[config.mk]
export PLATFORM = sky130hd
export DESIGN_NAME = positional_list_engine
export DESIGN_NICKNAME = d
export VERILOG_FILES = /design/src/hdl/ple_pkg.sv /design/src/hdl/ple_ram.sv /design/src/hdl/positional_list_engine.sv
export VERILOG_INCLUDE_DIRS = /design/src /design/src/hdl
export SDC_FILE = /design/constraint.sdc
export NUM_CORES = 1
export LEC_CHECK = 0
export ABC_AREA = 1
export BUFFER_PORTS_ARGS = -buffer_cell sky130_fd_sc_hd__buf_2
export CORE_UTILIZATION = 45
export CTS_CLUSTER_DIAMETER = 150
export DETAILED_ROUTE_END_ITERATION = 12
export HOLD_SLACK_MARGIN = 0.02
export MAX_ROUTING_LAYER = met4
export PLACE_DENSITY = 0.63
export SYNTH_ARGS = -nofsm -noshare
export SYNTH_HDL_FRONTEND = slang
export SYNTH_SLANG_ARGS = --single-unit
[constraint.sdc]
create_clock -name clk -period 4.9 [get_ports clk]
set_input_delay 0.735 -clock clk [delete_from_list [all_inputs] [get_ports clk]]
set_output_delay 0.735 -clock clk [all_outputs]
set_load 0.02 [all_outputs]
[src/hdl/positional_list_engine_defines.svh]
// ----------------------------------------------------------------------------
// positional_list_engine_defines.svh
// assertion macros for the positional list engine, empty for synthesis
// ----------------------------------------------------------------------------
`ifndef POSITIONAL_LIST_ENGINE_DEFINES_SVH
`define POSITIONAL_LIST_ENGINE_DEFINES_SVH

`ifndef SYNTHESIS
// checked only out of reset
`define PLE_ASSERT(lbl, prop) \
  lbl: assert property (@(posedge clk) disable iff (!rst_n) prop) \
    else $error("assertion failed");
// checked at every edge, reset included
`define PLE_ASSERT_ALWAYS(lbl, prop) \
  lbl: assert property (@(posedge clk) prop) \
    else $error("assertion failed");
`else
`define PLE_ASSERT(lbl, prop)
`define PLE_ASSERT_ALWAYS(lbl, prop)
`endif

`endif

[src/hdl/ple_pkg.sv]
// ----------------------------------------------------------------------------
// ple_pkg
// operation and status codes of the positional list engine
// ----------------------------------------------------------------------------
`default_nettype none

package ple_pkg;

  localparam int unsigned OP_W     = 3;
  localparam int unsigned VALUE_W  = 32;
  localparam int unsigned POS_W    = 8;
  localparam int unsigned STATUS_W = 2;
  localparam int unsigned COUNT_W  = 5;

  localparam logic [OP_W-1:0] OP_INS_FRONT = 3'd0;
  localparam logic [OP_W-1:0] OP_INS_BACK  = 3'd1;
  localparam logic [OP_W-1:0] OP_INS_AT    = 3'd2;
  localparam logic [OP_W-1:0] OP_DEL_FRONT = 3'd3;
  localparam logic [OP_W-1:0] OP_DEL_BACK  = 3'd4;
  localparam logic [OP_W-1:0] OP_DEL_AT    = 3'd5;
  localparam logic [OP_W-1:0] OP_READ_OUT  = 3'd6;

  localparam logic [STATUS_W-1:0] ST_OK     = 2'd0;
  localparam logic [STATUS_W-1:0] ST_BADPOS = 2'd1;
  localparam logic [STATUS_W-1:0] ST_FULL   = 2'd2;
  localparam logic [STATUS_W-1:0] ST_EMPTY  = 2'd3;

  // kind of walk over the entry memory
  typedef enum logic [1:0] {
    K_INS = 2'd0,
    K_DEL = 2'd1,
    K_RD  = 2'd2
  } kind_t;

endpackage

`default_nettype wire

[src/hdl/ple_ram.sv]
// ----------------------------------------------------------------------------
// ple_ram
// generic single-write, single-read ram with registered read data
// ----------------------------------------------------------------------------
`default_nettype none

module ple_ram #(
  parameter int unsigned WIDTH = 32,
  parameter int unsigned DEPTH = 16
) (
  input  wire logic                     clk,
  input  wire logic                     we,
  input  wire logic [$clog2(DEPTH)-1:0] waddr,
  input  wire logic [WIDTH-1:0]         wdata,
  input  wire logic [$clog2(DEPTH)-1:0] raddr,
  output logic      [WIDTH-1:0]         rdata
);

  logic [WIDTH-1:0] mem [DEPTH];

  always_ff @(posedge clk) begin
    if (we) begin
      mem[waddr] <= wdata;
    end
    rdata <= mem[raddr];
  end

endmodule

`default_nettype wire

[src/hdl/positional_list_engine.sv]
// ----------------------------------------------------------------------------
// positional_list_engine
// ordered list of signed 32-bit values kept in one entry ram
// ----------------------------------------------------------------------------
// An operation is taken when start is high and busy is low; every result is
// shown for one cycle with out_strobe and cannot be held off, out_is_last
// marks the final result of an operation. Entries sit packed in list order
// in a ram with one read and one write port, so an edit in the middle moves
// the tail one entry per cycle through that ram. With n entries, read out
// gives n transfers, one per cycle. Any error or an insert at the back is
// answered from idle without a walk, and an ignored code gives no result.
// The single ram port pair sets this pace. No clearing pass runs after
// reset: entries are read only once written.
`default_nettype none

`include "positional_list_engine_defines.svh"

module positional_list_engine #(
  parameter int unsigned CAPACITY = 16
) (
  input  wire logic                             clk,
  input  wire logic                             rst_n,
  input  wire logic                             start,
  output logic                                  busy,
  input  wire logic [ple_pkg::OP_W-1:0]         in_operation,
  input  wire logic signed [ple_pkg::VALUE_W-1:0] in_value,
  input  wire logic [ple_pkg::POS_W-1:0]        in_position,
  output logic                                  out_strobe,
  output logic [ple_pkg::STATUS_W-1:0]          out_status,
  output logic signed [ple_pkg::VALUE_W-1:0]    out_entry_value,
  output logic                                  out_is_last,
  output logic [ple_pkg::COUNT_W-1:0]           out_entry_count
);

  import ple_pkg::*;

  // widths: address into the ram, occupancy, position compare
  localparam int unsigned AW   = $clog2(CAPACITY);
  localparam int unsigned CW   = $clog2(CAPACITY + 1);
  localparam int unsigned CMPW = ((CW > POS_W) ? CW : POS_W) + 1;

  // one-hot sequencer
  typedef enum logic [3:0] {
    S_IDLE  = 4'b0001,
    S_WALK  = 4'b0010,
    S_DRAIN = 4'b0100,
    S_DONE  = 4'b1000
  } state_t;

  state_t state_r, state_nxt;
  kind_t  kind_r, kind_nxt;

  logic [CW-1:0]      occ_r, occ_nxt;
  logic [AW-1:0]      cur_r, cur_nxt;     // address being read this cycle
  logic [AW-1:0]      end_r, end_nxt;     // last address of the walk / slot
  logic               first_r, first_nxt; // first read of a delete is the victim
  logic [VALUE_W-1:0] val_r, val_nxt;     // value to insert
  logic [VALUE_W-1:0] hold_r, hold_nxt;   // value removed

  // action pending on the read data that lands this cycle
  logic          pw_r, pw_nxt;  // write it back one place over
  logic          pc_r, pc_nxt;  // capture it as removed value
  logic          pe_r, pe_nxt;  // send it out as a read-out transfer
  logic          pl_r, pl_nxt;  // that transfer is the last one
  logic [AW-1:0] wa_r, wa_nxt;

  // output registers
  logic                strobe_r, strobe_nxt;
  logic [STATUS_W-1:0] status_r, status_nxt;
  logic [VALUE_W-1:0]  evalue_r, evalue_nxt;
  logic                last_r, last_nxt;
  logic [COUNT_W-1:0]  count_r, count_nxt;

  // ram ports
  logic               ram_we;
  logic [AW-1:0]      ram_waddr;
  logic [VALUE_W-1:0] ram_wdata;
  logic [AW-1:0]      ram_raddr;
  logic [VALUE_W-1:0] ram_rdata;

  // decode helpers
  logic            accept;
  logic [CMPW-1:0] pos_c, occ_c, slot_c;
  logic            is_ins, is_del, ins_bad, del_bad, full, empty;

  assign busy   = (state_r != S_IDLE);
  assign accept = start && !busy;

  assign pos_c = CMPW'(in_position);
  assign occ_c = CMPW'(occ_r);
  assign full  = (occ_c == CMPW'(CAPACITY));
  assign empty = (occ_r == '0);

  assign is_ins = (in_operation == OP_INS_FRONT) || (in_operation == OP_INS_BACK) ||
                  (in_operation == OP_INS_AT);
  assign is_del = (in_operation == OP_DEL_FRONT) || (in_operation == OP_DEL_BACK) ||
                  (in_operation == OP_DEL_AT);

  // position 0 or past the end is rejected for the positional forms only
  assign ins_bad = (in_operation == OP_INS_AT) &&
                   ((pos_c == '0) || (pos_c > occ_c + CMPW'(1)));
  assign del_bad = (in_operation == OP_DEL_AT) &&
                   ((pos_c == '0) || (pos_c > occ_c));

  // 0-based slot the operation touches, valid only when the checks pass
  always_comb begin
    unique case (in_operation)
      OP_INS_FRONT, OP_DEL_FRONT: slot_c = '0;
      OP_INS_BACK:                slot_c = occ_c;
      OP_DEL_BACK:                slot_c = occ_c - CMPW'(1);
      default:                    slot_c = pos_c - CMPW'(1);
    endcase
  end

  always_comb begin
    state_nxt  = state_r;
    kind_nxt   = kind_r;
    occ_nxt    = occ_r;
    cur_nxt    = cur_r;
    end_nxt    = end_r;
    first_nxt  = first_r;
    val_nxt    = val_r;
    hold_nxt   = hold_r;
    pw_nxt     = 1'b0;
    pc_nxt     = 1'b0;
    pe_nxt     = 1'b0;
    pl_nxt     = 1'b0;
    wa_nxt     = wa_r;
    strobe_nxt = 1'b0;
    status_nxt = status_r;
    evalue_nxt = evalue_r;
    last_nxt   = last_r;
    count_nxt  = count_r;
    ram_we     = 1'b0;
    ram_waddr  = wa_r;
    ram_wdata  = ram_rdata;
    ram_raddr  = cur_r;

    // finish the action on the read data arriving now
    if (pw_r) begin
      ram_we = 1'b1;
    end
    if (pc_r) begin
      hold_nxt = ram_rdata;
    end
    if (pe_r) begin
      strobe_nxt = 1'b1;
      status_nxt = ST_OK;
      evalue_nxt = ram_rdata;
      last_nxt   = pl_r;
      count_nxt  = COUNT_W'(occ_r);
    end

    unique case (state_r)
      S_IDLE: begin
        if (accept) begin
          val_nxt   = in_value;
          last_nxt  = 1'b1;
          count_nxt = COUNT_W'(occ_r);
          if (is_ins) begin
            evalue_nxt = in_value;
            if (ins_bad) begin
              strobe_nxt = 1'b1;
              status_nxt = ST_BADPOS;
            end else if (full) begin
              strobe_nxt = 1'b1;
              status_nxt = ST_FULL;
            end else if (slot_c == occ_c) begin
              // append: nothing to move
              ram_we     = 1'b1;
              ram_waddr  = AW'(occ_r);
              ram_wdata  = in_value;
              occ_nxt    = occ_r + CW'(1);
              strobe_nxt = 1'b1;
              status_nxt = ST_OK;
              count_nxt  = COUNT_W'(occ_nxt);
            end else begin
              // move the tail up, last entry first
              kind_nxt  = K_INS;
              cur_nxt   = AW'(occ_r - CW'(1));
              end_nxt   = AW'(slot_c);
              state_nxt = S_WALK;
            end
          end else if (is_del) begin
            evalue_nxt = '0;
            if (empty) begin
              strobe_nxt = 1'b1;
              status_nxt = ST_EMPTY;
            end else if (del_bad) begin
              strobe_nxt = 1'b1;
              status_nxt = ST_BADPOS;
            end else begin
              // read the victim, then move the tail down
              kind_nxt  = K_DEL;
              cur_nxt   = AW'(slot_c);
              end_nxt   = AW'(occ_r - CW'(1));
              first_nxt = 1'b1;
              state_nxt = S_WALK;
            end
          end else if (in_operation == OP_READ_OUT) begin
            evalue_nxt = '0;
            if (empty) begin
              strobe_nxt = 1'b1;
              status_nxt = ST_EMPTY;
            end else begin
              kind_nxt  = K_RD;
              cur_nxt   = '0;
              end_nxt   = AW'(occ_r - CW'(1));
              state_nxt = S_WALK;
            end
          end
        end
      end
      S_WALK: begin
        unique case (kind_r)
          K_INS: begin
            pw_nxt = 1'b1;
            wa_nxt = cur_r + AW'(1);
          end
          K_DEL: begin
            first_nxt = 1'b0;
            if (first_r) begin
              pc_nxt = 1'b1;
            end else begin
              pw_nxt = 1'b1;
              wa_nxt = cur_r - AW'(1);
            end
          end
          default: begin
            pe_nxt = 1'b1;
            pl_nxt = (cur_r == end_r);
          end
        endcase
        if (cur_r == end_r) begin
          state_nxt = S_DRAIN;
        end else if (kind_r == K_INS) begin
          cur_nxt = cur_r - AW'(1);
        end else begin
          cur_nxt = cur_r + AW'(1);
        end
      end
      S_DRAIN: begin
        state_nxt = (kind_r == K_RD) ? S_IDLE : S_DONE;
      end
      default: begin
        // S_DONE: close the edit and report it
        strobe_nxt = 1'b1;
        status_nxt = ST_OK;
        last_nxt   = 1'b1;
        state_nxt  = S_IDLE;
        if (kind_r == K_INS) begin
          ram_we     = 1'b1;
          ram_waddr  = end_r;
          ram_wdata  = val_r;
          occ_nxt    = occ_r + CW'(1);
          evalue_nxt = val_r;
        end else begin
          occ_nxt    = occ_r - CW'(1);
          evalue_nxt = hold_r;
        end
        count_nxt = COUNT_W'(occ_nxt);
      end
    endcase
  end

  always_ff @(posedge clk) begin
    if (!rst_n) begin
      state_r  <= S_IDLE;
      occ_r    <= '0;
      pw_r     <= 1'b0;
      pc_r     <= 1'b0;
      pe_r     <= 1'b0;
      strobe_r <= 1'b0;
    end else begin
      state_r  <= state_nxt;
      occ_r    <= occ_nxt;
      pw_r     <= pw_nxt;
      pc_r     <= pc_nxt;
      pe_r     <= pe_nxt;
      strobe_r <= strobe_nxt;
    end
  end

  always_ff @(posedge clk) begin
    kind_r   <= kind_nxt;
    cur_r    <= cur_nxt;
    end_r    <= end_nxt;
    first_r  <= first_nxt;
    val_r    <= val_nxt;
    hold_r   <= hold_nxt;
    pl_r     <= pl_nxt;
    wa_r     <= wa_nxt;
    status_r <= status_nxt;
    evalue_r <= evalue_nxt;
    last_r   <= last_nxt;
    count_r  <= count_nxt;
  end

  ple_ram #(
    .WIDTH (VALUE_W),
    .DEPTH (CAPACITY)
  ) u_entries (
    .clk   (clk),
    .we    (ram_we),
    .waddr (ram_waddr),
    .wdata (ram_wdata),
    .raddr (ram_raddr),
    .rdata (ram_rdata)
  );

  assign out_strobe      = strobe_r;
  assign out_status      = status_r;
  assign out_entry_value = evalue_r;
  assign out_is_last     = last_r;
  assign out_entry_count = count_r;

  // occupancy never passes the capacity
  `PLE_ASSERT(a_occ_bound, CMPW'(occ_r) <= CMPW'(CAPACITY))
  // nothing pending on ram data once back in idle
  `PLE_ASSERT(a_idle_clean, (state_r == S_IDLE) |-> (!pw_r && !pc_r && !pe_r))
  // a transfer always follows an accepted operation or running work
  `PLE_ASSERT(a_strobe_cause, out_strobe |-> $past(accept || busy))
  // occupancy moves only together with a reported transfer
  `PLE_ASSERT(a_occ_reported, ($past(rst_n) && (occ_r != $past(occ_r))) |-> out_strobe)
  // the ram is never written while idle and nothing was accepted
  `PLE_ASSERT_ALWAYS(a_no_stray_write, (rst_n && !busy && !accept) |-> !ram_we)

endmodule

`default_nettype wire
==> impl_metrics.ini <==
[outcome]
status = completed

[setup_path]
cp-endpoint = u_entries.mem[2][0]$_DFFE_PP_
worst_path_largest_cell_delay_ns = 0.99
worstSetupPathType = reg2reg
cp-start-kind = flip-flop
crit_arrival_ns = 4.46
crit_path_top_delay_cell = o211ai_1
r2r_start = occ_r[1]$_SDFFE_PN0P_
cp_cell_sequence = inv_1, ha_1, inv_1, ha_1, nand2_1, nand2_1, nand2_1, nand2_1, nand2_1, nand2_1, nand2_1, nand2_1, nand2_1, nand2_1, nor2_1, buf_4, nand3_4, buf_4, o211ai_1
cp_common_cell = nand2_1
worstPathRequired_ns = 5.12
startpoint = occ_r[1]$_SDFFE_PN0P_
reg2reg_slack_ns = 0.67
reg2reg_to = u_entries.mem[2][0]$_DFFE_PP_
reg2reg_depth = 19
cp-end-kind = flip-flop
crit_fanout = 20

[sta]
setup_slack_ns = 0.665
clock-skew-final_ns = 0.0175
setup_violations = 0
tightestPinTransition_ns = 1.25
min_period_over_period_pct = 86.4
tns_ns = 0
finalHoldViolations = 0
rsz0062_at_grt = no
slew_viol_final = 0
max_clock_freq_mhz = 236
relSlewSlack_pct = 16.6
period_minus_slack_ns = 4.23
hold_slack_ns = 0.320

[clock_network]
clkTransAtPathRegs_ns = 0.06
cts_tree = done
cts_buffer_depth = 3
post_cts_resized = 0
numClockSinks = 677
insertion_delay_ns = 0.60
cts_buffers = 72
cts_root_buffer = clkbuf_16
postCtsHoldBufs = 0
ctsHtreeMaxLevel = 3
post-cts-setup-buffers = 0

[global_route]
grt_max_degree = 122
grt_overflow = 0
grt_first_pass_wirelength_mm = 118
grt_usage_pct = 25.1
grt_pass1_vias = 19514
grt_antenna_before_repair = 3

[routing]
first_pass_iters = 6
post_drt_wl_per_cell_um = 23.1
ant_nets = 0
drt_iter0_markers = 2413
dr_total_vias = 20151
post_drt_via_cell_ratio = 5.98
drcViolationCount = 0
totalWireLength_mm = 77.9

[power]
comb_power_share_pct = 26.7
p_int_mw = 12.2
power.total_mw = 18.5
p_sw_share_pct = 34.3
leakage_nw = 11.4
ir_worst_vdd_mv = 0.231
clkPwrFrac_pct = 28.7
power.share.sequential_pct = 44.6
powerDensity_mw_per_mm2 = 574
switchingPower_mw = 6.35

[die]
io_pins = 88
dieArea_mm2 = 0.0643
rows = 91
start_util_pct = 45.8
dieWidth_um = 254
fp.coreArea_mm2 = 0.0622
die_h_um = 254

[synth]
async_flop_share_pct = 0
syn_nets = 2486
syn_inst = 2423
yosys_register_bits = 677
synth_edf_count = 591
synth_warnings = 0
synth.avg_cell_area_um2 = 11.8
netlist_area_mm2 = 0.0285
yosysSeqAreaShare_pct = 68.4
ys.flop_type = edfxtp_1
synth_cell_types = 48

[finish]
antenna_cells = 0
fin_nets = 2544
final_util_pct = 52.0
drive_gt1_share_pct = 13.8
syn_to_final_growth_pct = 13.5

[placed_design]
port_buffers = 87
dp_slack_ns = 0.757
hpwl_mm = 46.3
gp_congestion = 0.956

[min_path]
hp-class = in2reg
min_path_cells = 1

[job]
cap_violations = 0
==> cells by family (layout without fill, tap and decap cells) <==
| logic type | Yosys count | after routing | synth area share (%) |
|---|---|---|---|
| AND/OR/NAND/NOR | 774 | 774 | 11.6 |
| flip-flops | 677 | 677 | 68.4 |
| AO/OA/AOI/OAI | 643 | 643 | 14.7 |
| buffers and inverters | 300 | 412 | 4.20 |
| adder cells (fa/ha/maj) | 17 | 17 | 0.747 |
| XOR/XNOR | 11 | 11 | 0.338 |
| multiplexers | 1 | 1 | 0.0352 |
==> cells in the final DEF (no fill, tap or decap), drive strengths merged <==
cell	n
a211oi	2
a21oi	48
a22oi	35
a31oi	5
and3	1
buf	149
bufinv	7
clkbuf	96
clkinv	24
clkinvlp	2
dfxtp	86
edfxtp	591
ha	17
inv	134
mux2i	1
nand2	228
nand3	130
nand4	21
nor2	386
nor3	5
nor3b	1
nor4	1
o2111ai	1
o211ai	64
o21a	1
o21ai	323
o21bai	1
o221ai	103
o22ai	27
o31ai	2
o32ai	31
or2	1
xnor2	2
xor2	9
==> metal layers <==
layer,wire (µm),part of all wire (%),global-route usage (%),vias up
met5,0,0,-,-
met4,1750,2.2,7.98,0
met3,7410,9.5,4.51,141
met2,35300,45,37.7,966
met1,33500,43,34.5,10006
li1,-,-,-,9038
==> power by group through the flow <==
| stage | Clock (mW) | Sequential [mW] | Combinational (mW) |
|---|---|---|---|
| 2_1_floorplan | 0 | 8.33 | 2.90 |
| 3_3_place_gp | 0 | 8.35 | 4.77 |
| 3_5_place_dp | 0 | 8.36 | 4.88 |
| 4_1_cts | 5.38 | 8.25 | 4.90 |
| 5_1_grt | 5.61 | 8.32 | 5.39 |
| 6_report | 5.33 | 8.27 | 4.95 |
==> through the flow <==
step | std cells | cell area (µm²)
global placement | 3244 | 30000
floorplan | 2423 | 28500
global route | 3372 | 32300
finish | 3372 | 32300
CTS | 3372 | 32300
detailed placement | 3244 | 30000
==> flip-flops by register name (all words and copies together), names as in the netlist, 2 cells and up <==
register,count
cur_r,4
end_r,4
hold_r,32
kind_r,2
occ_r,5
out_entry_count,5
out_entry_value,32
out_status,2
state_r,4
u_entries.mem,512
u_entries.rdata,32
val_r,32
wa_r,4
==> synth_stat cells, types with 27 or more instances <==
master	number	area (µm²)
nor2_1	380	1430
clkbuf_1	140	526
o211ai_1	34	255
inv_1	119	447
o22ai_1	27	169
dfxtp_1	86	1720
a21oi_1	47	235
o21ai_0	321	1610
edfxtp_1	591	17700
a22oi_1	35	263
o32ai_1	31	272
nand2_1	211	792
nand3_1	120	601
o221ai_1	103	902
o211ai_2	30	375
==> worst min path at each step <==
stage                                from                  end  slack (ns)
final                         in_value[7]   val_r[7]$_DFFE_PP_        0.32
after global routing         in_value[13]  val_r[13]$_DFFE_PP_        0.31
after CTS                     in_value[7]   val_r[7]$_DFFE_PP_        0.30
after detailed placement  pl_r$_SDFF_PP0_  out_is_last$_DFF_P_        0.44
after global placement    pl_r$_SDFF_PP0_  out_is_last$_DFF_P_        0.44
after floorplan           pl_r$_SDFF_PP0_  out_is_last$_DFF_P_        0.43
==> critical path, delay by kind of cell, from the launching register on <==
family	cells	cell delay, ns
buffers and inverters	4	0.83
AND/OR/NAND/NOR	12	0.90
AO/OA/AOI/OAI	1	0.99
adder cells (fa/ha/maj)	2	0.62
flip-flops	1	0.50
==> final cells by class <==
type | instances | area [µm²]
fillers | 5301 | 29800
flip-flops and latches | 677 | 19500
multi-input cells | 1446 | 7960
clock buffers | 96 | 1930
well taps | 837 | 1050
repair buffers | 149 | 1040
inverters | 135 | 515
clock inverters | 32 | 358
(Power assumes the default switching activity.)
